$ cat config.mk
export PLATFORM = sky130hd
export DESIGN_NAME = straight_alpha_over_blend_unit
export DESIGN_NICKNAME = d
export VERILOG_FILES = /design/src/rtl/sao_pkg.sv /design/src/rtl/sao_front.sv /design/src/rtl/sao_queue.sv /design/src/rtl/sao_back.sv /design/src/rtl/straight_alpha_over_blend_unit.sv
export SDC_FILE = /design/constraint.sdc
export NUM_CORES = 2
export LEC_CHECK = 0
export BUFFER_PORTS_ARGS = -buffer_cell sky130_fd_sc_hd__buf_2
export CORE_UTILIZATION = 54
export CTS_BUF_LIST = sky130_fd_sc_hd__clkbuf_16
export DETAILED_ROUTE_END_ITERATION = 6
export PLACE_DENSITY = 0.7
export SYNTH_ARGS = -nofsm -noshare
export SYNTH_HDL_FRONTEND = slang
export SYNTH_SLANG_ARGS = --single-unit
$ cat constraint.sdc
create_clock -name clk -period 36.9 [get_ports clk]
set_clock_uncertainty 0.05 [all_clocks]
set_input_delay 1.845 -clock clk [delete_from_list [all_inputs] [get_ports clk]]
set_output_delay 1.845 -clock clk [all_outputs]
set_load 0.01 [all_outputs]
$ cat src/rtl/sao_pkg.sv
package sao_pkg;

	localparam int NCH = 3;            // color channels r, g, b
	localparam int NUM_W = 18;         // rounded numerator, max 65152
	localparam logic [7:0] FULL_ALPHA = 8'd255;
	localparam logic [7:0] HALF_DIV = 8'd127;

	// floor(x/255) = (x * OA_RECIP) >> OA_SHIFT for x < 66052
	localparam logic [15:0] OA_RECIP = 16'd32897;
	localparam int OA_SHIFT = 23;
	// floor(x/255) = (x * DD_RECIP) >> DD_SHIFT for x < 16909320
	localparam logic [23:0] DD_RECIP = 24'd8421505;
	localparam int DD_SHIFT = 31;

	localparam int MID_DEPTH = 4;
	localparam int MID_PTR_W = $clog2(MID_DEPTH);
	localparam int OUT_DEPTH = 2;
	localparam int OUT_PTR_W = $clog2(OUT_DEPTH);
	localparam int FRONT_STAGES = 4;
	localparam int BACK_STAGES = 5;
	localparam int CAPACITY = FRONT_STAGES + MID_DEPTH + BACK_STAGES + OUT_DEPTH;
	localparam int INFLIGHT_W = $clog2(CAPACITY + 1) + 1;

	typedef enum logic {
		KIND_BLEND,
		KIND_PASS
	} kind_t;

	// item handed from front to back
	typedef struct packed {
		kind_t                       kind;
		logic [31:0]                 pixel;   // result when kind is pass
		logic [7:0]                  oa;
		logic [NCH-1:0][NUM_W-1:0]   num;     // numerator incl. oa/2
	} mid_t;

	// divider stage contents
	typedef struct packed {
		kind_t                       kind;
		logic [31:0]                 pixel;
		logic [7:0]                  oa;
		logic [NCH-1:0]              sat;
		logic [NCH-1:0][NUM_W-1:0]   rem;
		logic [NCH-1:0][7:0]         quo;
	} bst_t;

	function automatic bst_t bst_init(mid_t m);
		bst_t b;
		b.kind = m.kind;
		b.pixel = m.pixel;
		b.oa = m.oa;
		b.rem = m.num;
		b.quo = '0;
		for (int c = 0; c < NCH; c++) begin
			b.sat[c] = m.num[c] >= NUM_W'({m.oa, 8'h00});
		end
		return b;
	endfunction

	// one restoring step at quotient bit sh
	function automatic bst_t div_step(bst_t b, logic [2:0] sh);
		bst_t r;
		logic [NUM_W-1:0] dv;
		r = b;
		dv = NUM_W'(b.oa) << sh;
		for (int c = 0; c < NCH; c++) begin
			if (b.rem[c] >= dv) begin
				r.rem[c] = b.rem[c] - dv;
				r.quo[c][sh] = 1'b1;
			end
		end
		return r;
	endfunction

	function automatic bst_t div_pair(bst_t b, logic [2:0] hi);
		return div_step(div_step(b, hi), hi - 3'd1);
	endfunction

	function automatic logic [31:0] bst_pixel(bst_t b);
		logic [31:0] p;
		p = b.pixel;
		if (b.kind == KIND_BLEND) begin
			p[31:24] = b.oa;
			for (int c = 0; c < NCH; c++) begin
				p[8*c +: 8] = b.sat[c] ? FULL_ALPHA : b.quo[c];
			end
		end
		return p;
	endfunction

endpackage

$ cat src/rtl/sao_front.sv
module sao_front (
	input  logic            clk,
	input  logic            arst_n,
	input  logic            push,
	output logic            full,
	input  logic [31:0]     dst_pixel,
	input  logic [31:0]     src_pixel,
	output logic            q_push,
	input  logic            q_full,
	output sao_pkg::mid_t   q_item
);

	logic advance;
	logic v_s1_q, v_s2_q, v_s3_q, v_s4_q;

	// stage 1: input capture
	logic [31:0] dst_s1, src_s1;

	// stage 1 logic: classify, first products
	logic [7:0] sa, da, inv;
	sao_pkg::kind_t kind_c1;
	logic [31:0] pix_c1;
	logic [sao_pkg::NCH-1:0][15:0] sprod_c1, dprod_c1;
	logic [15:0] ainv_c1;

	sao_pkg::kind_t kind_s2;
	logic [31:0] pix_s2;
	logic [7:0] sa_s2, inv_s2;
	logic [sao_pkg::NCH-1:0][15:0] sprod_s2, dprod_s2;
	logic [15:0] ainv_s2;

	// stage 2 logic
	logic [sao_pkg::NCH-1:0][23:0] ddi_c2;
	logic [16:0] oa_x_c2;
	logic [32:0] oa_m_c2;

	sao_pkg::kind_t kind_s3;
	logic [31:0] pix_s3;
	logic [7:0] sa_s3;
	logic [sao_pkg::NCH-1:0][15:0] sprod_s3;
	logic [sao_pkg::NCH-1:0][23:0] ddi_s3;
	logic [32:0] oa_m_s3;

	// stage 3 logic
	logic [8:0] oa_sum_c3;
	logic [sao_pkg::NCH-1:0][24:0] x_c3;
	logic [sao_pkg::NCH-1:0][48:0] prod_c3;

	sao_pkg::kind_t kind_s4;
	logic [31:0] pix_s4;
	logic [7:0] oa_s4;
	logic [sao_pkg::NCH-1:0][15:0] sprod_s4;
	logic [sao_pkg::NCH-1:0][48:0] prod_s4;

	assign advance = !(v_s4_q && q_full);
	assign full = !advance;
	assign q_push = v_s4_q && !q_full;

	always_ff @(posedge clk or negedge arst_n) begin
		if (!arst_n) begin
			v_s1_q <= 1'b0;
			v_s2_q <= 1'b0;
			v_s3_q <= 1'b0;
			v_s4_q <= 1'b0;
		end else if (advance) begin
			v_s1_q <= push;
			v_s2_q <= v_s1_q;
			v_s3_q <= v_s2_q;
			v_s4_q <= v_s3_q;
		end
	end

	always_comb begin
		sa = src_s1[31:24];
		da = dst_s1[31:24];
		inv = sao_pkg::FULL_ALPHA - sa;
		if (sa == sao_pkg::FULL_ALPHA || da == 8'd0) begin
			kind_c1 = sao_pkg::KIND_PASS;
			pix_c1 = src_s1;
		end else if (sa == 8'd0) begin
			kind_c1 = sao_pkg::KIND_PASS;
			pix_c1 = dst_s1;
		end else begin
			kind_c1 = sao_pkg::KIND_BLEND;
			pix_c1 = dst_s1;
		end
		for (int c = 0; c < sao_pkg::NCH; c++) begin
			sprod_c1[c] = 16'(src_s1[8*c +: 8]) * 16'(sa);
			dprod_c1[c] = 16'(dst_s1[8*c +: 8]) * 16'(da);
		end
		ainv_c1 = 16'(da) * 16'(inv);
	end

	always_comb begin
		for (int c = 0; c < sao_pkg::NCH; c++) begin
			ddi_c2[c] = 24'(dprod_s2[c]) * 24'(inv_s2);
		end
		oa_x_c2 = 17'(ainv_s2) + 17'(sao_pkg::HALF_DIV);
		oa_m_c2 = 33'(oa_x_c2) * 33'(sao_pkg::OA_RECIP);
	end

	always_comb begin
		oa_sum_c3 = 9'(sa_s3) + 9'(oa_m_s3[sao_pkg::OA_SHIFT +: 8]);
		for (int c = 0; c < sao_pkg::NCH; c++) begin
			x_c3[c] = 25'(ddi_s3[c]) + 25'(sao_pkg::HALF_DIV);
			prod_c3[c] = 49'(x_c3[c]) * 49'(sao_pkg::DD_RECIP);
		end
	end

	// stage 4: finish numerators, hand over
	always_comb begin
		q_item.kind = kind_s4;
		q_item.pixel = pix_s4;
		q_item.oa = oa_s4;
		for (int c = 0; c < sao_pkg::NCH; c++) begin
			q_item.num[c] = sao_pkg::NUM_W'(sprod_s4[c])
				+ sao_pkg::NUM_W'(prod_s4[c][sao_pkg::DD_SHIFT +: 16])
				+ sao_pkg::NUM_W'(oa_s4 >> 1);
		end
		// guards the divider; cannot happen for a blended pair
		if (kind_s4 == sao_pkg::KIND_BLEND && oa_s4 == 8'd0) begin
			q_item.kind = sao_pkg::KIND_PASS;
			q_item.pixel = '0;
		end
	end

	always_ff @(posedge clk) begin
		if (advance) begin
			dst_s1 <= dst_pixel;
			src_s1 <= src_pixel;

			kind_s2 <= kind_c1;
			pix_s2 <= pix_c1;
			sa_s2 <= sa;
			inv_s2 <= inv;
			sprod_s2 <= sprod_c1;
			dprod_s2 <= dprod_c1;
			ainv_s2 <= ainv_c1;

			kind_s3 <= kind_s2;
			pix_s3 <= pix_s2;
			sa_s3 <= sa_s2;
			sprod_s3 <= sprod_s2;
			ddi_s3 <= ddi_c2;
			oa_m_s3 <= oa_m_c2;

			kind_s4 <= kind_s3;
			pix_s4 <= pix_s3;
			oa_s4 <= oa_sum_c3[7:0];
			sprod_s4 <= sprod_s3;
			prod_s4 <= prod_c3;
		end
	end

endmodule

$ cat src/rtl/sao_queue.sv
module sao_queue (
	input  logic            clk,
	input  logic            arst_n,
	input  logic            wr,
	output logic            full,
	input  sao_pkg::mid_t   wr_item,
	input  logic            rd,
	output logic            empty,
	output sao_pkg::mid_t   rd_item
);

	sao_pkg::mid_t mem_q [sao_pkg::MID_DEPTH];
	logic [sao_pkg::MID_PTR_W-1:0] wp_q, rp_q;
	logic [sao_pkg::MID_PTR_W:0] cnt_q;
	logic do_wr, do_rd;

	assign full = cnt_q == (sao_pkg::MID_PTR_W + 1)'(sao_pkg::MID_DEPTH);
	assign empty = cnt_q == '0;
	assign do_wr = wr && !full;
	assign do_rd = rd && !empty;
	assign rd_item = mem_q[rp_q];

	always_ff @(posedge clk or negedge arst_n) begin
		if (!arst_n) begin
			wp_q <= '0;
			rp_q <= '0;
			cnt_q <= '0;
		end else begin
			if (do_wr) wp_q <= wp_q + 1'b1;
			if (do_rd) rp_q <= rp_q + 1'b1;
			if (do_wr && !do_rd) cnt_q <= cnt_q + 1'b1;
			else if (do_rd && !do_wr) cnt_q <= cnt_q - 1'b1;
		end
	end

	always_ff @(posedge clk) begin
		if (do_wr) mem_q[wp_q] <= wr_item;
	end

endmodule

$ cat src/rtl/sao_back.sv
module sao_back (
	input  logic            clk,
	input  logic            arst_n,
	input  sao_pkg::mid_t   q_item,
	input  logic            q_empty,
	output logic            q_pop,
	output logic [31:0]     out_pixel,
	output logic            empty,
	input  logic            pop
);

	logic advance;
	logic v_s1_q, v_s2_q, v_s3_q, v_s4_q, v_s5_q;
	sao_pkg::bst_t b_s1, b_s2, b_s3, b_s4, b_s5;

	logic [31:0] oq_mem_q [sao_pkg::OUT_DEPTH];
	logic [sao_pkg::OUT_PTR_W-1:0] oq_wp_q, oq_rp_q;
	logic [sao_pkg::OUT_PTR_W:0] oq_cnt_q;
	logic oq_full, oq_wr, oq_rd;

	assign oq_full = oq_cnt_q == (sao_pkg::OUT_PTR_W + 1)'(sao_pkg::OUT_DEPTH);
	assign advance = !(v_s5_q && oq_full);
	assign q_pop = advance && !q_empty;
	assign oq_wr = v_s5_q && !oq_full;
	assign oq_rd = pop && !empty;
	assign empty = oq_cnt_q == '0;
	assign out_pixel = oq_mem_q[oq_rp_q];

	always_ff @(posedge clk or negedge arst_n) begin
		if (!arst_n) begin
			v_s1_q <= 1'b0;
			v_s2_q <= 1'b0;
			v_s3_q <= 1'b0;
			v_s4_q <= 1'b0;
			v_s5_q <= 1'b0;
		end else if (advance) begin
			v_s1_q <= !q_empty;
			v_s2_q <= v_s1_q;
			v_s3_q <= v_s2_q;
			v_s4_q <= v_s3_q;
			v_s5_q <= v_s4_q;
		end
	end

	// two quotient bits per stage, msb first
	always_ff @(posedge clk) begin
		if (advance) begin
			b_s1 <= sao_pkg::bst_init(q_item);
			b_s2 <= sao_pkg::div_pair(b_s1, 3'd7);
			b_s3 <= sao_pkg::div_pair(b_s2, 3'd5);
			b_s4 <= sao_pkg::div_pair(b_s3, 3'd3);
			b_s5 <= sao_pkg::div_pair(b_s4, 3'd1);
		end
	end

	always_ff @(posedge clk or negedge arst_n) begin
		if (!arst_n) begin
			oq_wp_q <= '0;
			oq_rp_q <= '0;
			oq_cnt_q <= '0;
		end else begin
			if (oq_wr) oq_wp_q <= oq_wp_q + 1'b1;
			if (oq_rd) oq_rp_q <= oq_rp_q + 1'b1;
			if (oq_wr && !oq_rd) oq_cnt_q <= oq_cnt_q + 1'b1;
			else if (oq_rd && !oq_wr) oq_cnt_q <= oq_cnt_q - 1'b1;
		end
	end

	always_ff @(posedge clk) begin
		if (oq_wr) oq_mem_q[oq_wp_q] <= sao_pkg::bst_pixel(b_s5);
	end

endmodule

$ cat src/rtl/straight_alpha_over_blend_unit.sv
// channel   dir  handshake        payload
// input     in   push / full      dst_pixel[31:0], src_pixel[31:0]
// result    out  empty / pop      out_pixel[31:0]
//
// One pixel pair per clock sustained while nothing stalls; each item passes through
// four front stages, the mid queue, five divider stages and the result queue before
// it is shown on out_pixel. The divider retires two quotient bits per
// stage. Reset clears all valid bits and queue counts; no item is in flight after it.
// A stall on pop fills the result queue, then the divider, then the mid queue,
// and only then raises full.
module straight_alpha_over_blend_unit (
	input  logic        clk,
	input  logic        arst_n,
	input  logic        push,
	output logic        full,
	input  logic [31:0] dst_pixel,
	input  logic [31:0] src_pixel,
	output logic        empty,
	input  logic        pop,
	output logic [31:0] out_pixel
);

	logic mq_wr, mq_full, mq_rd, mq_empty;
	sao_pkg::mid_t mq_wr_item, mq_rd_item;

	sao_front u_front (
		.clk       (clk),
		.arst_n    (arst_n),
		.push      (push),
		.full      (full),
		.dst_pixel (dst_pixel),
		.src_pixel (src_pixel),
		.q_push    (mq_wr),
		.q_full    (mq_full),
		.q_item    (mq_wr_item)
	);

	sao_queue u_queue (
		.clk     (clk),
		.arst_n  (arst_n),
		.wr      (mq_wr),
		.full    (mq_full),
		.wr_item (mq_wr_item),
		.rd      (mq_rd),
		.empty   (mq_empty),
		.rd_item (mq_rd_item)
	);

	sao_back u_back (
		.clk       (clk),
		.arst_n    (arst_n),
		.q_item    (mq_rd_item),
		.q_empty   (mq_empty),
		.q_pop     (mq_rd),
		.out_pixel (out_pixel),
		.empty     (empty),
		.pop       (pop)
	);

endmodule

# --- After elaboration in Yosys (flattened, before gate mapping) ---
# Memory sizes are Yosys's and may differ from the RTL's.
# Cells that the tools add are included.
op_classes:
  order_cmp: 27
  mul: 14
  eq_ne: 3
  add_sub_neg: 41
  bitwise_logic: 1
  n_reduce_logical: 30
  mux: 49
ops:
  columns: ["op", "count"]
  rows:
  - ["$mux W18", 33]
  - ["$mul A25 B24 Y47 const B", 3]
  - ["$mul A8 B8 Y16", 7]
  - ["$mux W32", 3]
  - ["$add A24 B7 Y25 const B", 3]
  - ["$mul A16 B8 Y24", 3]
  - ["$add A18 B7 Y18", 3]
  - ["$ge A18 B10 Y1", 3]
  - ["$ge A18 B11 Y1", 3]
  - ["$ge A18 B12 Y1", 3]
  - ["$ge A18 B13 Y1", 3]
  - ["$ge A18 B14 Y1", 3]
  - ["$ge A18 B15 Y1", 3]
  - ["$ge A18 B16 Y1", 3]
  - ["$ge A18 B8 Y1", 3]
  - ["$ge A18 B9 Y1", 3]
  - ["$sub A18 B10 Y18", 3]
  - ["$sub A18 B11 Y18", 3]
  - ["$sub A18 B12 Y18", 3]
  - ["$sub A18 B13 Y18", 3]
  - ["$sub A18 B14 Y18", 3]
  - ["$sub A18 B15 Y18", 3]
  - ["$sub A18 B9 Y18", 3]
  - ["$add A16 B16 Y17", 3]
  - ["other kinds (25)", 59]
word_totals:
  out_inout_bits: 34
  input_bits: 68
  ramBits: 444
  ff_bits: 1163
  memories: 2
  elab_cells: 279
memory_table:
  columns: ["name", "words", "width", "rd", "rd_ports_with_merged_regs", "write_ports", "line_no", "rtl"]
  rows:
  - ["u_queue.mem_q", 4, 95, 1, 0, 1, "sao_queue.sv:12", "sao_pkg::mid_t mem_q [sao_pkg::MID_DEPTH];"]
  - ["u_back.oq_mem_q", 2, 32, 1, 0, 1, "sao_back.sv:16", "logic [31:0] oq_mem_q [sao_pkg::OUT_DEPTH];"]

# --- Logic depth before layout (Yosys ltp) ---
logic_depth:
  word_depth: 8
  mapped_depth: 28
  depth_no_buf: 28

# --- Hierarchy ---
# Synthesis repeated with hierarchy kept, for this count alone.
unflattened:
  hier_cells: 8431
  area_unflattened_um2: 102702.2
modules_own_cells:
  columns: ["mod", "area_per_inst_um2", "seq_area_each_um2", "instances", "cells_per_inst"]
  rows:
  - ["sao_front", 57636.5, 16045.4, 1, 5327]
  - ["sao_back", 30944.7, 17041.3, 1, 2571]
  - ["sao_queue", 14121.0, 11586.1, 1, 533]

# --- Worst setup path before layout ---
# OpenSTA, ideal clock, no wires.
synth_timing:
  path_kind: "register to register"
  startpoint: "register u_back.oq_cnt_q[0] in the netlist's numbering"
  endpoint: "register u_back.b_s1[100] in the netlist's numbering, enable pin"
  slack_ps: 20733
  period_less_slack_ps: 16167
  stages_incl_launch_ff: 2
  arrival_time_ps: 11357
  setup_time_ps: 4760
  required_ps: 32090
  path_buffers: 0
  cell_sequence: "dfrtp_1 -> nand3b_1"
synth_between:
  elab_chain_len: 2
synth_lines:
  columns: ["item", "line_no", "rtl"]
  rows:
  - ["start: declaration", "sao_back.sv:18", "logic [sao_pkg::OUT_PTR_W:0] oq_cnt_q;"]
  - ["start signal: assignment", "sao_back.sv:64", "if (oq_wr && !oq_rd) oq_cnt_q <= oq_cnt_q + 1'b1;"]
  - ["start signal: assignment", "sao_back.sv:65", "else if (oq_rd && !oq_wr) oq_cnt_q <= oq_cnt_q - 1'b1;"]
  - ["$eq A2 B2 Y1", "sao_back.sv:21", "assign oq_full = oq_cnt_q == (sao_pkg::OUT_PTR_W + 1)'(sao_pkg::OUT_DEPTH);"]
  - ["$logic_and A1 B1 Y1", "sao_back.sv:22", "assign advance = !(v_s5_q && oq_full);"]
  - ["end signal: assignment", "sao_back.sv:48", "b_s1 <= sao_pkg::bst_init(q_item);"]
  - ["end: declaration", "sao_back.sv:14", "sao_pkg::bst_t b_s1, b_s2, b_s3, b_s4, b_s5;"]
# Every way passes these cells.
# A chain may end at the register's enable or synchronous reset.

==> results summary <==
The synthesized design spends more area on one cell type than any other, namely edfxtp_1. The number of placement rows is 159. The total of warnings raised by yosys is 0. Headroom to the max-slew limit came out at 0.299. No sink is reached through more buffers than the 3 on the longest clock path.

By instance count, the cell type seen most on the critical path is ha_1. The data arrival time of the critical path came out at 8.47 ns. The clock insertion delay at the later pin of the skew report came out at 0.80 ns.

The count of hold buffers inserted by post-cts repair came out at 0. The post-synthesis cell area came out at 102000 sq um. The worst setup path is launched from a flip-flop. The nature of the critical path endpoint is a flip-flop.

Leaving out filler cells and counting taps, the final layout contains 11153. Traced cell by cell, the critical path runs through nor4_1 -> nor4b_1 -> nor2_1 -> nand2_1 -> xnor2_1 -> ha_1 -> ha_1 -> inv_1 -> fa_1 -> inv_1 -> fa_1 -> ha_1 -> ha_1 -> a21o_1 -> a31oi_1 -> or4b_2 -> and4_1 -> a221oi_1 -> o21ai_0 -> o311a_1 -> a221o_1 -> a31oi_1 -> nor2_1 -> xor2_1. The synthesis-to-layout area growth came out at 8.31%. CTS placed an instance of clkbuf_16 at the clock tree root. The share of synthesized area in the top cell type comes to 0.432.

The post-synthesis cell type count is 86. The transition time of the tightest slew-check pin came out at 1.04 ns. The maximum number of pins on one net before global-route repair came out at 184. Detailed placement finished with a half-perimeter wire length of 161 mm. Counting every instance in the synthesized netlist gives 8398.

The region available for standard cell placement spans 188000 sq um. After routing, the total negative slack on setup checks comes to 0 ns. Ranked by total cell area, the synthesized netlist is headed by edfxtp_1, ha_1, fa_1. Grouping stages by cell kind, the critical path spends the most delay in simple AND/OR/NAND/NOR gates. The chip height came out at 437 microns. The total global routing overflow came out at 0. The post-detailed-route wirelength per cell is 19.3 microns. The setup fix buffers added after clock tree synthesis is 0. The number of H-tree levels is 4. The sequential cell area fraction in the yosys report came out at 0.437. The number of flops mapped to enable cells by yosys came out at 1471. The number of top-level pins is 102. The clock transition at the registers of the reported paths came out at 0.06 ns. The number of gates resized after CTS came out at 0. In this run, the number of DRC markers left after iteration 0 of detailed routing was 3971. Max-cap violations in this run came to 0. The slowest stage of the critical path is the nor4b_1 cell. The buffers plus inverters on the worst setup path came out at 2.

The via count of the first global-routing pass came out at 63707. The final reports fail on design-rule violations. Synthesis produced a netlist with a net count of 10339.

The number of nets with antenna violations after detailed routing came out at 0. The number of vias per cell is 5.57. Static timing analysis puts the maximum clock frequency at 125 MHz. The area of the die is 191000 sq um. The average instance in the mapped netlist occupies 12.2 sq um. The number of buffers created by CTS came out at 152.

The async set-or-reset flop fraction in the synthesized netlist came out at 0.0134. The proportion of layout cells with a drive suffix above 1 is 0.0750. The first-pass iteration count of the detailed router came out at 7.

After detailed routing, the number of remaining DRC violations is 14. The initial core utilization is 0.544. The horizontal die dimension came out at 437 microns.

The via count came out at 62113. The clock tree from TritonCTS is built. The CTS sink count is 1491. The first global-routing pass estimated 341 mm of wire. The total global routing track utilization came out at 0.226.

Dividing the final minimum period by the clock period gives 0.216. The number of max-slew violations in the final report came out at 0. The weighted congestion at the end of routability-driven global placement is 0.889. The shortest clock period the worst path allows after layout came out at 7.98 ns.

The number of antenna violations at the first check in global routing came out at 15. By startpoint and endpoint, the worst setup path is classified as reg2reg. Setup repair after global routing left no endpoint under its margin.

On the worst path, the slowest cell contributes a delay of 0.88 ns. In the final design database the tool counted 10479 nets. The number of setup violations in the final report came out at 0. The most used flip-flop cell after synthesis is edfxtp_1. The number of port buffers is 101.

The hold violation count in the final report came out at 0. The run finished, with violations left. The synthesized design contains 1491 register bits. The final layout contains routed wiring with a total length of 215 mm. The total of fill cells in the finished design is 14853. Along the worst path, the maximum fanout reaches 5. In this run the worst hold path is classified as reg2reg. The placed instance count is 10879. The data required time at the worst endpoint is 37.39 ns.
registers in the layout, indices dropped and copies added, names as in the netlist, 16 cells and up:
name              cells
u_back.b_s1          98
u_back.b_s2         104
u_back.b_s3         110
u_back.b_s4         116
u_back.b_s5          68
u_back.oq_mem_q      64
u_front.ainv_s2      16
u_front.ddi_s3       72
u_front.dprod_s2     48
u_front.dst_s1       32
u_front.pix_s2       32
u_front.pix_s3       32
u_front.pix_s4       32
u_front.prod_s4      48
u_front.sprod_s2     48
u_front.sprod_s3     48
u_front.sprod_s4     48
u_front.src_s1       32
u_queue.mem_q       380
cell usage after synthesis (15+ instances only):
library cell / count
a211oi_1: 33
a21boi_0: 55
a21o_1: 118
a21oi_1: 285
a31oi_1: 20
and2_1: 447
and3_1: 37
buf_1: 18
clkbuf_1: 148
dfrtp_1: 20
edfxtp_1: 1471
fa_1: 587
ha_1: 1286
inv_1: 885
mux2_2: 112
mux2i_1: 37
mux4_2: 96
nand2_1: 693
nand2b_1: 79
nand3_1: 86
nand3b_1: 15
nand4_1: 64
nor2_1: 353
nor2b_1: 143
nor3_1: 95
nor3b_1: 19
nor4_1: 35
o21a_1: 42
o21ai_0: 301
o21bai_1: 47
o31ai_1: 23
or2_2: 18
or3_1: 40
xnor2_1: 351
xor2_1: 150
stage by stage:
step / hold WS, ns / utilization / cell area, sq um / worst slack (ns)
global route: 0.346 / 0.589 / 111000 / 28.33
floorplan: 0.350 / - / 102000 / 20.73
global placement: 0.350 / 0.562 / 106000 / 28.89
detailed placement: 0.355 / 0.562 / 106000 / 28.86
finish: 0.334 / 0.589 / 111000 / 28.92
CTS: 0.337 / 0.589 / 111000 / 28.86
metal layers:
layer	routed length (microns)	GRT usage	vias up	part of all wire
met1	90900	0.290	30552	0.42
met3	9840	0.0329	366	0.046
li1	-	-	29840	-
met5	36	0	-	0.00017
met2	107000	0.392	1351	0.50
met4	7360	0.0756	4	0.034
area by class of cell:
type                       instances  area (sq um)  area share
clock buffer                     153          3830      0.0346
inverter                         890          3350      0.0302
antenna                            1          2.50   0.0000226
sequential                      1491         44700       0.403
multi-input combinational       5845         53600       0.484
clock inverter                   120          1180      0.0106
timing repair buffer             158           958     0.00865
tap                             2495          3120      0.0282
worst paths after layout:
kind                       cells after the start  slack (ns)                 start                   end
max                                           24       28.92     u_front.ddi_s3[4]   u_front.prod_s4[46]
min                                            0        0.33  u_front.sprod_s3[14]  u_front.sprod_s4[14]
max reg2reg                                   24       28.92     u_front.ddi_s3[4]   u_front.prod_s4[46]
min reg2reg                                    0        0.33  u_front.sprod_s3[14]  u_front.sprod_s4[14]
max in group asynchronous                      1       35.47                arst_n       u_queue.rp_q[1]
min in group asynchronous                      1        0.95                arst_n        u_back.oq_rp_q
cells by family after synthesis:
group           share of synthesized area
xor+xnor                           0.0429
flops                               0.437
buf+inv                            0.0392
mux                                0.0371
compound gates                     0.0637
simple gates                        0.108
fa+ha+maj                           0.272
cells in the final DEF (no fill, tap or decap), types with 20 or more instances in the layout:
cell       count
or3_1         40
mux4_2        96
mux2i_1       37
a21o_1       118
a211oi_1      32
mux2_2       112
inv_1        903
a31oi_1       20
buf_4         55
buf_2        101
clkinv_1      34
xnor2_1      351
clkinv_2      30
clkbuf_16    153
and3_1        37
a21boi_0      55
nand3_1       86
o31ai_1       23
nor3_1        95
nand2_1      693
nand4_1       64
o21ai_0      301
nor4_1        33
nand2b_1      79
fa_1         587
ha_1        1286
a21oi_1      284
nor2_1       351
and2_1       443
o21bai_1      47
nor2b_1      143
xor2_1       150
o21a_1        42
edfxtp_1    1471
Power is left out: the tool's default activity adds up to more than one toggle a clock period on the data nets, which glitch-free logic cannot reach.
